--- src/hdl/cantp_pkg.sv ---
package cantp_pkg;

    // Frame type codes from the high nibble of the PCI byte
    typedef enum logic [3:0] {
        FT_SINGLE      = 4'd0,
        FT_FIRST       = 4'd1,
        FT_CONSECUTIVE = 4'd2,
        FT_FLOW        = 4'd3
    } t_frame_type;

    // Result kinds
    typedef enum logic [1:0] {
        KIND_IGNORED = 2'd0,
        KIND_SEGMENT = 2'd1,
        KIND_FC_TX   = 2'd2,
        KIND_FC_RX   = 2'd3
    } t_kind;

    // Received flow status codes
    localparam logic [3:0] FC_STATUS_MAX = 4'd2;

    localparam logic [2:0]  SEG_MAX    = 3'd7;
    localparam logic [2:0]  FF_SEG     = 3'd6;
    localparam logic [11:0] FF_MIN_LEN = 12'd8;
    localparam logic [7:0]  FC_PCI_CTS = 8'h30;
    localparam logic [2:0]  FC_COUNT   = 3'd3;

    typedef logic [6:0][7:0] t_bytes;

    typedef struct packed {
        t_kind       kind;
        logic [11:0] offset;
        logic [2:0]  count;
        t_bytes      bytes;
        logic        message_done;
        logic [1:0]  fc_code;
    } t_result;

    // Zero the bytes at or beyond cnt
    function automatic t_bytes mask_bytes(input t_bytes src, input logic [2:0] cnt);
        t_bytes res;
        for (int i = 0; i < 7; i++) begin
            res[i] = (3'(i) < cnt) ? src[i] : 8'h00;
        end
        return res;
    endfunction

endpackage

--- src/hdl/cantp_if.sv ---
interface cantp_frame_if;
    logic       valid;
    logic       ready;
    logic [7:0] pci;
    logic [7:0] data0;
    logic [7:0] data1;
    logic [7:0] data2;
    logic [7:0] data3;
    logic [7:0] data4;
    logic [7:0] data5;
    logic [7:0] data6;
    logic       tx_room;

    modport source (output valid, pci, data0, data1, data2, data3, data4, data5, data6,
                    tx_room, input ready);
    modport sink (input valid, pci, data0, data1, data2, data3, data4, data5, data6,
                  tx_room, output ready);
endinterface

interface cantp_result_if;
    logic        valid;
    logic        ready;
    logic [1:0]  kind;
    logic [11:0] offset;
    logic [2:0]  count;
    logic [7:0]  byte0;
    logic [7:0]  byte1;
    logic [7:0]  byte2;
    logic [7:0]  byte3;
    logic [7:0]  byte4;
    logic [7:0]  byte5;
    logic [7:0]  byte6;
    logic        message_done;
    logic [1:0]  fc_code;

    modport source (output valid, kind, offset, count, byte0, byte1, byte2, byte3, byte4,
                    byte5, byte6, message_done, fc_code, input ready);
    modport sink (input valid, kind, offset, count, byte0, byte1, byte2, byte3, byte4,
                  byte5, byte6, message_done, fc_code, output ready);
endinterface

--- src/hdl/can_tp_receive_reassembly_top.sv ---
// Channel    Dir  Modport  Payload
// i_frame    in   sink     pci, data0..data6, tx_room
// o_result   out  source   kind, offset, count, byte0..byte6, message_done, fc_code
//
// One frame is decoded in the cycle it is accepted; its result sits in the
// output register from the next cycle on. Frames are taken every cycle
// while the output register is empty or being drained and no flow-control
// request is pending. An accepted first frame yields two results: the
// flow-control request waits in a pending slot, which holds off new frames.
// Reset (synchronous, active low) empties the output and clears the
// reassembly counters. A stalled output holds its transaction unchanged.
module can_tp_receive_reassembly_top (
    input  logic                  i_clk,
    input  logic                  i_rst_n,
    cantp_frame_if.sink           i_frame,
    cantp_result_if.source        o_result
);

    logic [11:0]        r_remaining_len;
    logic [11:0]        r_next_offset;
    logic               r_valid;
    logic               r_fc_pend;
    cantp_pkg::t_result r_res;

    logic [11:0]        n_remaining_len;
    logic [11:0]        n_next_offset;
    logic               n_fc_pend;
    cantp_pkg::t_result n_res;
    cantp_pkg::t_result fc_res;

    logic               in_accept;
    logic               out_take;
    logic [3:0]         ftype;
    logic [3:0]         low;
    logic [11:0]        ff_len;
    logic [2:0]         cnt;
    logic [11:0]        cf_rem;
    cantp_pkg::t_bytes  frame_bytes;
    cantp_pkg::t_bytes  ff_bytes;

    // Accept a frame only when the output slot frees and no second result waits
    assign i_frame.ready = !r_fc_pend && (!r_valid || o_result.ready);
    assign in_accept     = i_frame.valid && i_frame.ready;
    assign out_take      = r_valid && o_result.ready;

    assign ftype  = i_frame.pci[7:4];
    assign low    = i_frame.pci[3:0];
    assign ff_len = {low, i_frame.data0};

    assign frame_bytes = {i_frame.data6, i_frame.data5, i_frame.data4, i_frame.data3,
                          i_frame.data2, i_frame.data1, i_frame.data0};
    assign ff_bytes    = {8'h00, i_frame.data6, i_frame.data5, i_frame.data4,
                          i_frame.data3, i_frame.data2, i_frame.data1};

    // Fixed flow-control frame to send: CTS, block size 0, STmin 0
    always_comb begin
        fc_res          = '0;
        fc_res.kind     = cantp_pkg::KIND_FC_TX;
        fc_res.count    = cantp_pkg::FC_COUNT;
        fc_res.bytes[0] = cantp_pkg::FC_PCI_CTS;
    end

    // Decode the frame and work out the next counters
    always_comb begin
        n_res           = '0;
        n_res.kind      = cantp_pkg::KIND_IGNORED;
        n_remaining_len = r_remaining_len;
        n_next_offset   = r_next_offset;
        n_fc_pend       = 1'b0;
        cnt             = 3'd0;
        cf_rem          = r_remaining_len;
        unique case (ftype)
            cantp_pkg::FT_SINGLE: begin
                // Saturate the length nibble; abandon any message in progress
                cnt                = (low > 4'(cantp_pkg::SEG_MAX)) ? cantp_pkg::SEG_MAX
                                                                    : low[2:0];
                n_res.kind         = cantp_pkg::KIND_SEGMENT;
                n_res.count        = cnt;
                n_res.bytes        = cantp_pkg::mask_bytes(frame_bytes, cnt);
                n_res.message_done = 1'b1;
                n_remaining_len    = 12'd0;
                n_next_offset      = 12'd0;
            end
            cantp_pkg::FT_FIRST: begin
                // Drop without transmit room or with an invalid short length
                if (i_frame.tx_room && (ff_len >= cantp_pkg::FF_MIN_LEN)) begin
                    n_res.kind      = cantp_pkg::KIND_SEGMENT;
                    n_res.count     = cantp_pkg::FF_SEG;
                    n_res.bytes     = ff_bytes;
                    n_fc_pend       = 1'b1;
                    n_remaining_len = ff_len - 12'(cantp_pkg::FF_SEG);
                    n_next_offset   = 12'(cantp_pkg::FF_SEG);
                end
            end
            cantp_pkg::FT_CONSECUTIVE: begin
                // Ignore when no message is in progress
                if (r_remaining_len != 12'd0) begin
                    cnt                = (r_remaining_len > 12'(cantp_pkg::SEG_MAX))
                                         ? cantp_pkg::SEG_MAX : r_remaining_len[2:0];
                    cf_rem             = r_remaining_len - 12'(cnt);
                    n_res.kind         = cantp_pkg::KIND_SEGMENT;
                    n_res.offset       = r_next_offset;
                    n_res.count        = cnt;
                    n_res.bytes        = cantp_pkg::mask_bytes(frame_bytes, cnt);
                    n_res.message_done = (cf_rem == 12'd0);
                    n_remaining_len    = cf_rem;
                    n_next_offset      = r_next_offset + 12'(cnt);
                end
            end
            cantp_pkg::FT_FLOW: begin
                if (low <= cantp_pkg::FC_STATUS_MAX) begin
                    n_res.kind    = cantp_pkg::KIND_FC_RX;
                    n_res.fc_code = low[1:0];
                end
            end
            default: begin
                // Unknown frame types give an ignored result
            end
        endcase
    end

    always_ff @(posedge i_clk) begin
        if (!i_rst_n) begin
            r_valid         <= 1'b0;
            r_fc_pend       <= 1'b0;
            r_remaining_len <= 12'd0;
            r_next_offset   <= 12'd0;
        end else if (in_accept) begin
            r_valid         <= 1'b1;
            r_fc_pend       <= n_fc_pend;
            r_res           <= n_res;
            r_remaining_len <= n_remaining_len;
            r_next_offset   <= n_next_offset;
        end else if (out_take) begin
            // Advance to the pending flow-control request, else empty the slot
            if (r_fc_pend) begin
                r_res     <= fc_res;
                r_fc_pend <= 1'b0;
            end else begin
                r_valid <= 1'b0;
            end
        end
    end

    assign o_result.valid        = r_valid;
    assign o_result.kind         = r_res.kind;
    assign o_result.offset       = r_res.offset;
    assign o_result.count        = r_res.count;
    assign o_result.byte0        = r_res.bytes[0];
    assign o_result.byte1        = r_res.bytes[1];
    assign o_result.byte2        = r_res.bytes[2];
    assign o_result.byte3        = r_res.bytes[3];
    assign o_result.byte4        = r_res.bytes[4];
    assign o_result.byte5        = r_res.bytes[5];
    assign o_result.byte6        = r_res.bytes[6];
    assign o_result.message_done = r_res.message_done;
    assign o_result.fc_code      = r_res.fc_code;

endmodule

--- src/flat_wrapper.sv ---
// flat-port wrapper written by rule: the top's interface ports become plain ports
module can_tp_receive_reassembly_top_flat 
  (i_clk, i_rst_n, i_frame_valid, i_frame_pci, i_frame_data0, i_frame_data1, i_frame_data2, i_frame_data3, i_frame_data4, i_frame_data5, i_frame_data6, i_frame_tx_room, i_frame_ready, o_result_valid, o_result_kind, o_result_offset, o_result_count, o_result_byte0, o_result_byte1, o_result_byte2, o_result_byte3, o_result_byte4, o_result_byte5, o_result_byte6, o_result_message_done, o_result_fc_code, o_result_ready);
  cantp_frame_if i_frame_i ();
  cantp_result_if o_result_i ();
  input  logic i_clk;
  input  logic i_rst_n;
  input wire logic [$bits(i_frame_i.valid)-1:0] i_frame_valid;
  input wire logic [$bits(i_frame_i.pci)-1:0] i_frame_pci;
  input wire logic [$bits(i_frame_i.data0)-1:0] i_frame_data0;
  input wire logic [$bits(i_frame_i.data1)-1:0] i_frame_data1;
  input wire logic [$bits(i_frame_i.data2)-1:0] i_frame_data2;
  input wire logic [$bits(i_frame_i.data3)-1:0] i_frame_data3;
  input wire logic [$bits(i_frame_i.data4)-1:0] i_frame_data4;
  input wire logic [$bits(i_frame_i.data5)-1:0] i_frame_data5;
  input wire logic [$bits(i_frame_i.data6)-1:0] i_frame_data6;
  input wire logic [$bits(i_frame_i.tx_room)-1:0] i_frame_tx_room;
  output wire logic [$bits(i_frame_i.ready)-1:0] i_frame_ready;
  output wire logic [$bits(o_result_i.valid)-1:0] o_result_valid;
  output wire logic [$bits(o_result_i.kind)-1:0] o_result_kind;
  output wire logic [$bits(o_result_i.offset)-1:0] o_result_offset;
  output wire logic [$bits(o_result_i.count)-1:0] o_result_count;
  output wire logic [$bits(o_result_i.byte0)-1:0] o_result_byte0;
  output wire logic [$bits(o_result_i.byte1)-1:0] o_result_byte1;
  output wire logic [$bits(o_result_i.byte2)-1:0] o_result_byte2;
  output wire logic [$bits(o_result_i.byte3)-1:0] o_result_byte3;
  output wire logic [$bits(o_result_i.byte4)-1:0] o_result_byte4;
  output wire logic [$bits(o_result_i.byte5)-1:0] o_result_byte5;
  output wire logic [$bits(o_result_i.byte6)-1:0] o_result_byte6;
  output wire logic [$bits(o_result_i.message_done)-1:0] o_result_message_done;
  output wire logic [$bits(o_result_i.fc_code)-1:0] o_result_fc_code;
  input wire logic [$bits(o_result_i.ready)-1:0] o_result_ready;
  assign i_frame_i.valid = i_frame_valid;
  assign i_frame_i.pci = i_frame_pci;
  assign i_frame_i.data0 = i_frame_data0;
  assign i_frame_i.data1 = i_frame_data1;
  assign i_frame_i.data2 = i_frame_data2;
  assign i_frame_i.data3 = i_frame_data3;
  assign i_frame_i.data4 = i_frame_data4;
  assign i_frame_i.data5 = i_frame_data5;
  assign i_frame_i.data6 = i_frame_data6;
  assign i_frame_i.tx_room = i_frame_tx_room;
  assign i_frame_ready = i_frame_i.ready;
  assign o_result_valid = o_result_i.valid;
  assign o_result_kind = o_result_i.kind;
  assign o_result_offset = o_result_i.offset;
  assign o_result_count = o_result_i.count;
  assign o_result_byte0 = o_result_i.byte0;
  assign o_result_byte1 = o_result_i.byte1;
  assign o_result_byte2 = o_result_i.byte2;
  assign o_result_byte3 = o_result_i.byte3;
  assign o_result_byte4 = o_result_i.byte4;
  assign o_result_byte5 = o_result_i.byte5;
  assign o_result_byte6 = o_result_i.byte6;
  assign o_result_message_done = o_result_i.message_done;
  assign o_result_fc_code = o_result_i.fc_code;
  assign o_result_i.ready = o_result_ready;
  can_tp_receive_reassembly_top u_core (.i_clk(i_clk), .i_rst_n(i_rst_n), .i_frame(i_frame_i), .o_result(o_result_i));
endmodule
--- config.mk ---
export PLATFORM = sky130hd
export DESIGN_NAME = can_tp_receive_reassembly_top_flat
export DESIGN_NICKNAME = d
export VERILOG_FILES = /design/src/hdl/cantp_pkg.sv /design/src/hdl/cantp_if.sv /design/src/hdl/can_tp_receive_reassembly_top.sv /design/src/flat_wrapper.sv
export SDC_FILE = /design/constraint.sdc
export NUM_CORES = 1
export LEC_CHECK = 0
export ABC_AREA = 1
export CORE_MARGIN = 10
export CORE_UTILIZATION = 60
export CTS_CLUSTER_DIAMETER = 80
export CTS_CLUSTER_SIZE = 12
export DETAILED_ROUTE_END_ITERATION = 6
export DONT_BUFFER_PORTS = 1
export PLACE_DENSITY = 0.84
export SLEW_MARGIN = 25
export SYNTH_ARGS = -nofsm -noshare
export SYNTH_HDL_FRONTEND = slang
export SYNTH_SLANG_ARGS = --single-unit
export TNS_END_PERCENT = 20
--- constraint.sdc ---
create_clock -name i_clk -period 9.73 [get_ports i_clk]
set_input_delay 2.4325 -clock i_clk [delete_from_list [all_inputs] [get_ports i_clk]]
set_output_delay 2.4325 -clock i_clk [all_outputs]
set_load 0.01 [all_outputs]
==> results.json, run 1 <==
{
  "r2r_cells": 10,
  "path_clk_slew_ns": 0.10,
  "yosys.area_share.simple_pct": 21.7,
  "die_h_microns": 114,
  "fillers": 666,
  "whs_path_depth": 2,
  "synth_compound_area_share_pct": 15.5,
  "cts-root-buf": "clkbuf_8",
  "cts_tree": "done",
  "synth_seq_cells": 102,
  "startpoint_type": "primary input",
  "finalInstanceArea_sq_um": 5650,
  "powerDensity_nw_per_um2": 165,
  "hold_start": "u_core.r_next_offset[9]",
  "grt_usage_pct": 22.4,
  "drt-total-wl_microns": 15800,
  "setup_tns_ns": 0,
  "final_max_slew_viol_count": 0,
  "crit-reg2reg-launch": "u_core.o_result.valid",
  "setup_viol": 0,
  "clockBufferDepth": 2,
  "ys_seq_area_share_pct": 52.7,
  "grt_pass1_wl_microns": 23200,
  "synthAdderAreaFrac_pct": 1.79,
  "max_freq_ghz": 0.196,
  "cpPeakStageDelay_ns": 0.21,
  "placed_cell_area_sq_um": 5410,
  "first_global_vias": 4374,
  "syn_area_per_cell_sq_um": 8.54,
  "grt_overflow": 0,
  "numCtsBuffers": 9,
  "syn2layout_area_growth_pct": 6.11,
  "final_nets": 694,
  "crit_fanout": 3,
  "start_util_pct": 61.3,
  "cp_num_cells": 2,
  "worst_r2r_endpoint": "u_core.r_next_offset[4]",
  "core_sq_um": 8680,
  "fin_crit_sh_pct": 52.4,
  "vias": 4710,
  "via_per_inst": 6.44,
  "finClkSkew_ns": 0.0165,
  "min_path_type": "reg -> reg",
  "syn_area_sq_um": 5320,
  "ctsResizeCount": 0,
  "portBuffers": 0,
  "critPathKind": "in -> out",
  "maxCapViolCount": 0,
  "io-pin-count": 147,
  "postRouteAntennaNets": 0,
  "postLayoutCoreUtil_pct": 65.1,
  "hold-path-endpoint": "u_core.r_next_offset[9]",
  "synth_nets": 699,
  "syn_inst": 623,
  "antenna_found_initial": 0,
  "finalHoldViolations": 0,
  "worst_pin_slew_ns": 0.967,
  "clock_latency_ns": 0.38,
  "dp_slack_ns": 4.63,
  "postCtsHoldBufs": 0,
  "synth_cell_types": 40,
  "cts_sinks": 102,
  "status": "finished clean",
  "end_kind": "output pin",
  "period_needed_ns": 5.10,
  "grt_max_degree": 77,
  "r2r_slack_ns": 6.85,
  "max-slew-margin-rel_pct": 35.5,
  "drt_first_pass_iters": 6,
  "postCtsSetupRepairBufs": 0,
  "worstPathArrival_ns": 2.66,
  "layout_common_cells": "124 x nand2_1, 85 x inv_1, 76 x edfxtp_1, 63 x nor2_1, 45 x a21oi_1",
  "yosysWarningCount": 0,
  "die-width_microns": 114,
  "crit_family": "compound AO/OA/AOI/OAI gates",
  "synth_xor_area_share_pct": 0.494,
  "die_area_sq_um": 13000,
  "synthMuxAreaShare_pct": 0,
  "required_ns": 7.30,
  "diodes": 0,
  "htreeDepth": 3,
  "path_buf_inv": 1,
  "synth_top_family_by_area": "simple AND/OR/NAND/NOR gates",
  "layout-drive-gt1-share_pct": 7.54,
  "crit_path_top_delay_cell": "a21oi_2",
  "p_leak_nw": 2.15,
  "row_count": 34,
  "ir_worst_vdd_mv": 0.104,
  "rsz0062_at_grt": "false",
  "drc": 0,
  "dpl.hpwl_microns": 11800,
  "drt_iter0_drc": 597,
  "setup_ws_ns": 4.63,
  "place_congestion": 0.934,
  "mostFrequentLayoutCell": "nand2_1",
  "worstPathCellList": "inv_2 -> a21oi_2",
  "wl_per_cell_microns": 21.5
}
-- cells in the mapped netlist, drive strengths merged --
cell     count  area (sq um)
nand2      126           478
inv         91           342
edfxtp      76          2280
nor2        66           270
a21oi       49           257
o21ai       43           215
nand3       38           205
dfxtp       26           521
nor3        14          70.1
clkbuf      13          48.8
nand4       10          62.6
a22oi        9          67.6
or2          9          56.3
o22ai        8          50.1
a31oi        7          58.8
o32ai        7          61.3
ha           6          75.1
buf          4          18.8
a211oi       3          27.5
xor2         3          26.3
clkinv       2          7.51
o21a         2          15.0
o221ai       2          17.5
o31ai        2          15.0
a22o         1          8.76
a32oi        1          16.3
and2         1          6.26
fa           1          20.0
nor4         1          6.26
o2111ai      1          8.76
o21bai       1          7.51
-- per-stage QoR --
stage / total power [W] / hold WS, ns / instances
global placement: 0.000614 / 0.470 / 715
detailed placement: 0.000619 / 0.481 / 715
finish: 0.000932 / 0.491 / 731
floorplan: 0.000590 / 0.457 / 623
global route: 0.000959 / 0.520 / 731
CTS: 0.000926 / 0.493 / 731
-- where the power goes --
| group | switching [W] | leakage (nW) | internal (W) | total [W] |
|---|---|---|---|---|
| Clock | 0.000167 | 0.117 | 0.000152 | 0.000319 |
| Sequential | 0.0000141 | 0.962 | 0.000481 | 0.000495 |
| Combinational | 0.0000864 | 1.07 | 0.0000326 | 0.000119 |
-- flip-flops by register name, summed over array words and instances (netlist names) --
signal,flops
u_core.o_result.count,3
u_core.o_result.valid,1
u_core.o_result.byte3,8
u_core.r_next_offset,12
u_core.o_result.byte0,8
u_core.o_result.byte5,8
u_core.o_result.fc_code,2
u_core.o_result.offset,12
u_core.o_result.kind,2
u_core.o_result.byte2,8
u_core.o_result.byte1,8
u_core.o_result.message_done,1
u_core.o_result.byte4,8
u_core.r_remaining_len,12
u_core.r_fc_pend,1
u_core.o_result.byte6,8
-- worst max path at each step --
| stage | startpoint | to | slack [ns] |
|---|---|---|---|
| 2_1_floorplan | o_result_ready | u_core.o_result.byte0[0] | 2.73 |
| 3_3_place_gp | o_result_ready | i_frame_ready | 4.63 |
| 3_5_place_dp | o_result_ready | i_frame_ready | 4.63 |
| 4_1_cts | o_result_ready | i_frame_ready | 4.63 |
| 5_1_grt | o_result_ready | i_frame_ready | 4.61 |
| 6_report | o_result_ready | i_frame_ready | 4.63 |
-- layout make-up --
type	count	area (sq um)	share of cell area, %
clock inverter	7	115	2.04
inverter	93	349	6.18
sequential	102	2800	49.6
timing repair buffer	1	7.51	0.133
multi-input combinational	411	2110	37.4
tap	108	135	2.39
clock buffer	9	124	2.19
-- per-layer routing --
layer	share of wire [%]	routed length (microns)	vias up	GRT usage, %
met2	48	7570	365	38.0
met5	0	0	-	0
met4	3.1	488	0	8.69
li1	-	-	2114	-
met3	14	2150	55	7.44
met1	35	5550	2176	25.5
-- cell families after synthesis --
kind of cell    count (synthesis)
simple gates                  265
compound gates                136
flops                         102
fa+ha+maj                       7
xor+xnor                        3
buf+inv                       110
(Power assumes the default switching activity.)
==> run 2: changes to the inputs <==
--- a/config.mk
+++ b/config.mk
@@ -7,12 +7,12 @@
 export LEC_CHECK = 0
 export ABC_AREA = 1
 export CORE_MARGIN = 10
-export CORE_UTILIZATION = 60
+export CORE_UTILIZATION = 57
 export CTS_CLUSTER_DIAMETER = 80
 export CTS_CLUSTER_SIZE = 12
 export DETAILED_ROUTE_END_ITERATION = 6
 export DONT_BUFFER_PORTS = 1
-export PLACE_DENSITY = 0.84
+export PLACE_DENSITY = 0.83
 export SLEW_MARGIN = 25
 export SYNTH_ARGS = -nofsm -noshare
 export SYNTH_HDL_FRONTEND = slang
==> constraint.sdc (replaced) <==
create_clock -name i_clk -period 4.3 [get_ports i_clk]
set_input_delay 1.075 -clock i_clk [delete_from_list [all_inputs] [get_ports i_clk]]
set_output_delay 1.075 -clock i_clk [all_outputs]
set_load 0.01 [all_outputs]
==> results.json, run 2 (synthesis results as in run 1) <==
{
  "setup_ws_ns": 1.44,
  "finalHoldViolations": 0,
  "period_needed_ns": 2.86,
  "drt_iter0_drc": 623,
  "clock_latency_ns": 0.37,
  "row_count": 35,
  "ctsResizeCount": 0,
  "pwr-share-clk_pct": 29.3,
  "portBuffers": 0,
  "dpl.hpwl_microns": 11300,
  "status": "finished clean",
  "layout-drive-gt1-share_pct": 7.68,
  "grt_max_degree": 39,
  "dp_slack_ns": 1.03,
  "clockBufferDepth": 2,
  "power_frac_comb_pct": 13.3,
  "critPathKind": "in -> reg",
  "path_clk_slew_ns": 0.10,
  "maxCapViolCount": 0,
  "diodes": 0,
  "mostFrequentLayoutCell": "nand2_1",
  "rsz0062_at_grt": "false",
  "postCtsHoldBufs": 0,
  "htreeDepth": 3,
  "grt_usage_pct": 20.9,
  "first_global_vias": 4179,
  "max-slew-margin-rel_pct": 51.1,
  "start_util_pct": 58.1,
  "grt_overflow": 0,
  "final_max_slew_viol_count": 0,
  "seqPwrFrac_pct": 57.3,
  "cts_tree": "done",
  "multiInputGateArea_sq_um": 2110,
  "seq_area_sq_um": 2800,
  "final_nets": 696,
  "die-width_microns": 117,
  "drt_first_pass_iters": 5,
  "fillers": 770,
  "cts-root-buf": "clkbuf_8",
  "internal-power_w": 0.00138,
  "drt-total-wl_microns": 14700,
  "core_sq_um": 9150,
  "holdWs_ns": 0.493,
  "setup_tns_ns": 0,
  "finClkSkew_ns": 0.0168,
  "vias": 4511,
  "wl_per_cell_microns": 20.0,
  "ir_worst_vdd_mv": 0.195,
  "end_kind": "register",
  "p_leak_nw": 2.13,
  "grt_pass1_wl_microns": 22000,
  "power.total_w": 0.00195,
  "postCtsSetupRepairBufs": 0,
  "numCtsBuffers": 9,
  "startpoint_type": "primary input",
  "die_area_sq_um": 13600,
  "worst_pin_slew_ns": 0.733,
  "place_congestion": 0.931,
  "switching_power_w": 0.000568,
  "powerDensity_nw_per_um2": 348,
  "antenna_found_initial": 0,
  "worstPathArrival_ns": 3.03,
  "setup_viol": 0,
  "max_freq_ghz": 0.349,
  "required_ns": 4.47,
  "die_h_microns": 117,
  "postRouteAntennaNets": 0,
  "switching_share_pct": 29.1,
  "cts_sinks": 102,
  "min_path_type": "reg -> reg",
  "drc": 0,
  "io-pin-count": 147,
  "fin_crit_sh_pct": 66.6,
  "syn2layout_area_growth_pct": 5.34,
  "via_per_inst": 6.13,
  "layout_common_cells": "124 x nand2_1, 85 x inv_1, 76 x edfxtp_1, 63 x nor2_1, 45 x a21oi_1",
  "crit_fanout": 28
}
## run 2: cell count changes in the layout (fill, tap and decap cells not counted)
cell and change:
buf_4 +2, bufinv_16 -2, clkinv_1 +1, clkinv_2 +1, clkinv_4 +1, clkinv_8 -1, clkinvlp_4 -1, inv_6 +2
inv_8 -1
## run 2: critical path, stage by stage
cell and delay [ns]:
nor2_4 0.14, nand3_2 0.29, nor2_4 0.58, inv_1 0.51
o32ai_1 0.42
## run 2: final cells by class
class | instances | area share [%]
Inverter | 93 | 6.23
Sequential cell | 102 | 50.0
Tap cell | 111 | 2.48
Clock inverter | 7 | 0.982
Multi-Input combinational cell | 411 | 37.7
Clock buffer | 9 | 2.21
Timing Repair Buffer | 3 | 0.402
## run 2: power by group through the flow
stage | sequential (W) | combinational (W) | clock (W)
global placement | 0.00114 | 0.000246 | 0
global route | 0.00112 | 0.000294 | 0.000619
CTS | 0.00112 | 0.000256 | 0.000575
finish | 0.00112 | 0.000260 | 0.000571
detailed placement | 0.00114 | 0.000255 | 0
floorplan | 0.00113 | 0.000199 | 0
## run 2: per-stage QoR
step	cells	area (sq um)	util, %
after floorplan	623	5330	-
after global placement	720	5430	59.3
after detailed placement	720	5430	59.3
after CTS	736	5610	61.2
after global routing	736	5610	61.2
final	736	5610	61.2
## run 2: metal layers
| metal | GRT usage (%) | vias to the layer above | routed length (microns) |
|---|---|---|---|
| li1 | - | 2112 | - |
| met1 | 23.8 | 2106 | 5390 |
| met2 | 35.9 | 267 | 7240 |
| met3 | 7.14 | 26 | 1750 |
| met4 | 7.00 | 0 | 333 |
| met5 | 0 | - | 0 |
## run 2: final timing paths
kind | start | endpoint | cells after the start | slack (ns)
setup / recovery | i_frame_pci[7] | u_core.o_result.byte5[1] | 5 | 1.44
hold / removal | u_core.r_next_offset[0] | u_core.r_next_offset[0] | 2 | 0.49
setup reg to reg | u_core.r_remaining_len[3] | u_core.r_next_offset[11] | 15 | 1.51
hold reg to reg | u_core.r_next_offset[0] | u_core.r_next_offset[0] | 2 | 0.49
==> run 3: changes to the inputs <==
==> constraint.sdc (replaced) <==
create_clock -name i_clk -period 2.3 [get_ports i_clk]
set_input_delay 0.575 -clock i_clk [delete_from_list [all_inputs] [get_ports i_clk]]
set_output_delay 0.575 -clock i_clk [all_outputs]
set_load 0.01 [all_outputs]
==> results.json, run 3 (synthesis results as in run 1) <==
{
  "placed_cell_area_sq_um": 5670,
  "gr-usage-met3_pct": 6.01,
  "final_cells": 766,
  "grt_max_degree": 77,
  "cts-root-buf": "clkbuf_8",
  "place_congestion": 0.934,
  "htreeDepth": 3,
  "portBuffers": 0,
  "drt_iter0_drc": 771,
  "die-width_microns": 117,
  "cts_tree": "done",
  "crit_path_top_delay_cell": "dfxtp_2",
  "wl_per_cell_microns": 20.8,
  "final_nets": 726,
  "drt-total-wl_microns": 15900,
  "min_path_type": "in -> reg",
  "worst_pin_slew_ns": 0.591,
  "grt_use_met1_pct": 26.4,
  "via_per_inst": 6.18,
  "row_count": 35,
  "r2r_slack_ns": 0.13,
  "period_needed_ns": 2.17,
  "finalHoldViolations": 0,
  "worstPathCellList": "nor2_4 -> nand3_4 -> nor2_4 -> or2_2 -> ha_1 -> inv_1 -> nand3_1 -> nand2_1 -> nand3_1 -> nor2_1 -> nand3_1 -> nor2_2 -> nor2_1 -> nor2_1",
  "max-slew-margin-rel_pct": 60.2,
  "crit_family": "simple AND/OR/NAND/NOR gates",
  "placedCellCount": 748,
  "dpl.hpwl_microns": 12000,
  "path_buf_inv": 1,
  "grt_overflow": 0,
  "cpPeakStageDelay_ns": 0.39,
  "vias": 4737,
  "powerDensity_nw_per_um2": 656,
  "postRouteAntennaNets": 0,
  "layout-drive-gt1-share_pct": 15.1,
  "maxCapViolCount": 0,
  "required_ns": 2.54,
  "finClkSkew_ns": 0.0212,
  "io-pin-count": 147,
  "drc": 0,
  "antenna_found_initial": 0,
  "first_global_vias": 4398,
  "worstPathArrival_ns": 2.41,
  "use_met2_pct": 38.8,
  "status": "finished clean",
  "start_util_pct": 58.1,
  "mostFrequentLayoutCell": "nand2_1",
  "drt_first_pass_iters": 6,
  "setup_tns_ns": 0,
  "clockBufferDepth": 2,
  "ir_worst_vdd_mv": 0.302,
  "die_area_sq_um": 13600,
  "postCtsHoldBufs": 0,
  "startpoint_type": "register",
  "die_h_microns": 117,
  "grt_pass1_wl_microns": 23700,
  "max_freq_ghz": 0.461,
  "critPathKind": "reg -> reg",
  "end_kind": "register",
  "clock_latency_ns": 0.39,
  "path_clk_slew_ns": 0.11,
  "diodes": 0,
  "cts_sinks": 102,
  "syn2layout_area_growth_pct": 13.0,
  "busiest_layer": "met2",
  "final_max_slew_viol_count": 0,
  "crit_fanout": 4,
  "finalInstanceArea_sq_um": 6020,
  "numCtsBuffers": 9,
  "setup_viol": 0,
  "core_sq_um": 9150,
  "p_leak_nw": 2.33,
  "layout_common_cells": "122 x nand2_1, 85 x inv_1, 76 x edfxtp_1, 56 x nor2_1, 45 x a21oi_1",
  "grt_usage_pct": 22.5,
  "fin_crit_sh_pct": 94.2
}
## run 3: cell count changes in the layout (fill, tap and decap cells not counted), sizes merged
cell	before	now
buf	3	33
bufinv	0	1
inv	95	94
## run 3: layout make-up
| cell class | instances | area [sq um] |
|---|---|---|
| inverter | 93 | 362 |
| timing repair buffer | 33 | 260 |
| clock buffer | 9 | 124 |
| clock inverter | 7 | 97.6 |
| tap | 111 | 139 |
| fill | 731 | 3140 |
| multi-input combinational | 411 | 2220 |
| sequential | 102 | 2820 |
## run 3: worst register-to-register path, stage by stage, from the launching register on
cell and delay (ns):
dfxtp_2 0.39, nor2_4 0.06, nand3_4 0.10, nor2_4 0.05
or2_2 0.29, ha_1 0.24, inv_1 0.07, nand3_1 0.10
nand2_1 0.10, nand3_1 0.09, nor2_1 0.13, nand3_1 0.10
nor2_2 0.16, nor2_1 0.05, nor2_1 0.10
## run 3: power by group
| group | total [W] | switching [W] | internal, W |
|---|---|---|---|
| logic | 0.000611 | 0.000394 | 0.000217 |
| registers | 0.00209 | 0.0000626 | 0.00203 |
| clock network | 0.00124 | 0.000704 | 0.000539 |
## run 3: final timing paths
path | from | end | cells past startpoint
min reg2reg | u_core.r_next_offset[10] | u_core.r_next_offset[10] | 2
min | i_rst_n | u_core.r_remaining_len[6] | 2
max reg2reg | u_core.r_remaining_len[8] | u_core.o_result.message_done | 14
max | u_core.r_remaining_len[8] | u_core.o_result.message_done | 14
## run 3: layer usage
layer  part of all wire [%]  wire (microns)
met1                     37            5930
met2                     49            7790
met3                     11            1720
met4                    2.9             461
met5                      0               0
## run 3: metrics by stage
| step | total power (W) | setup slack (ns) | hold WS, ns | util, % |
|---|---|---|---|---|
| 6_report | 0.00395 | 0.133 | 0.317 | 65.7 |
| 5_1_grt | 0.00410 | -0.0117 | 0.328 | 65.7 |
| 4_1_cts | 0.00390 | 0.00958 | 0.323 | 64.5 |
| 3_5_place_dp | 0.00268 | -0.0515 | 0.485 | 62.0 |
| 3_3_place_gp | 0.00267 | -0.00708 | 0.466 | 62.0 |
| 2_1_floorplan | 0.00250 | -0.287 | 0.457 | - |
## run 3: what timing repair did
item	in CTS	in global routing
gates resized for setup	4	28
pin swaps	0	3
hold endpoints to repair	0	0
setup buffers	0	2
endpoints found under the setup margin	2	30
cloned	0	0
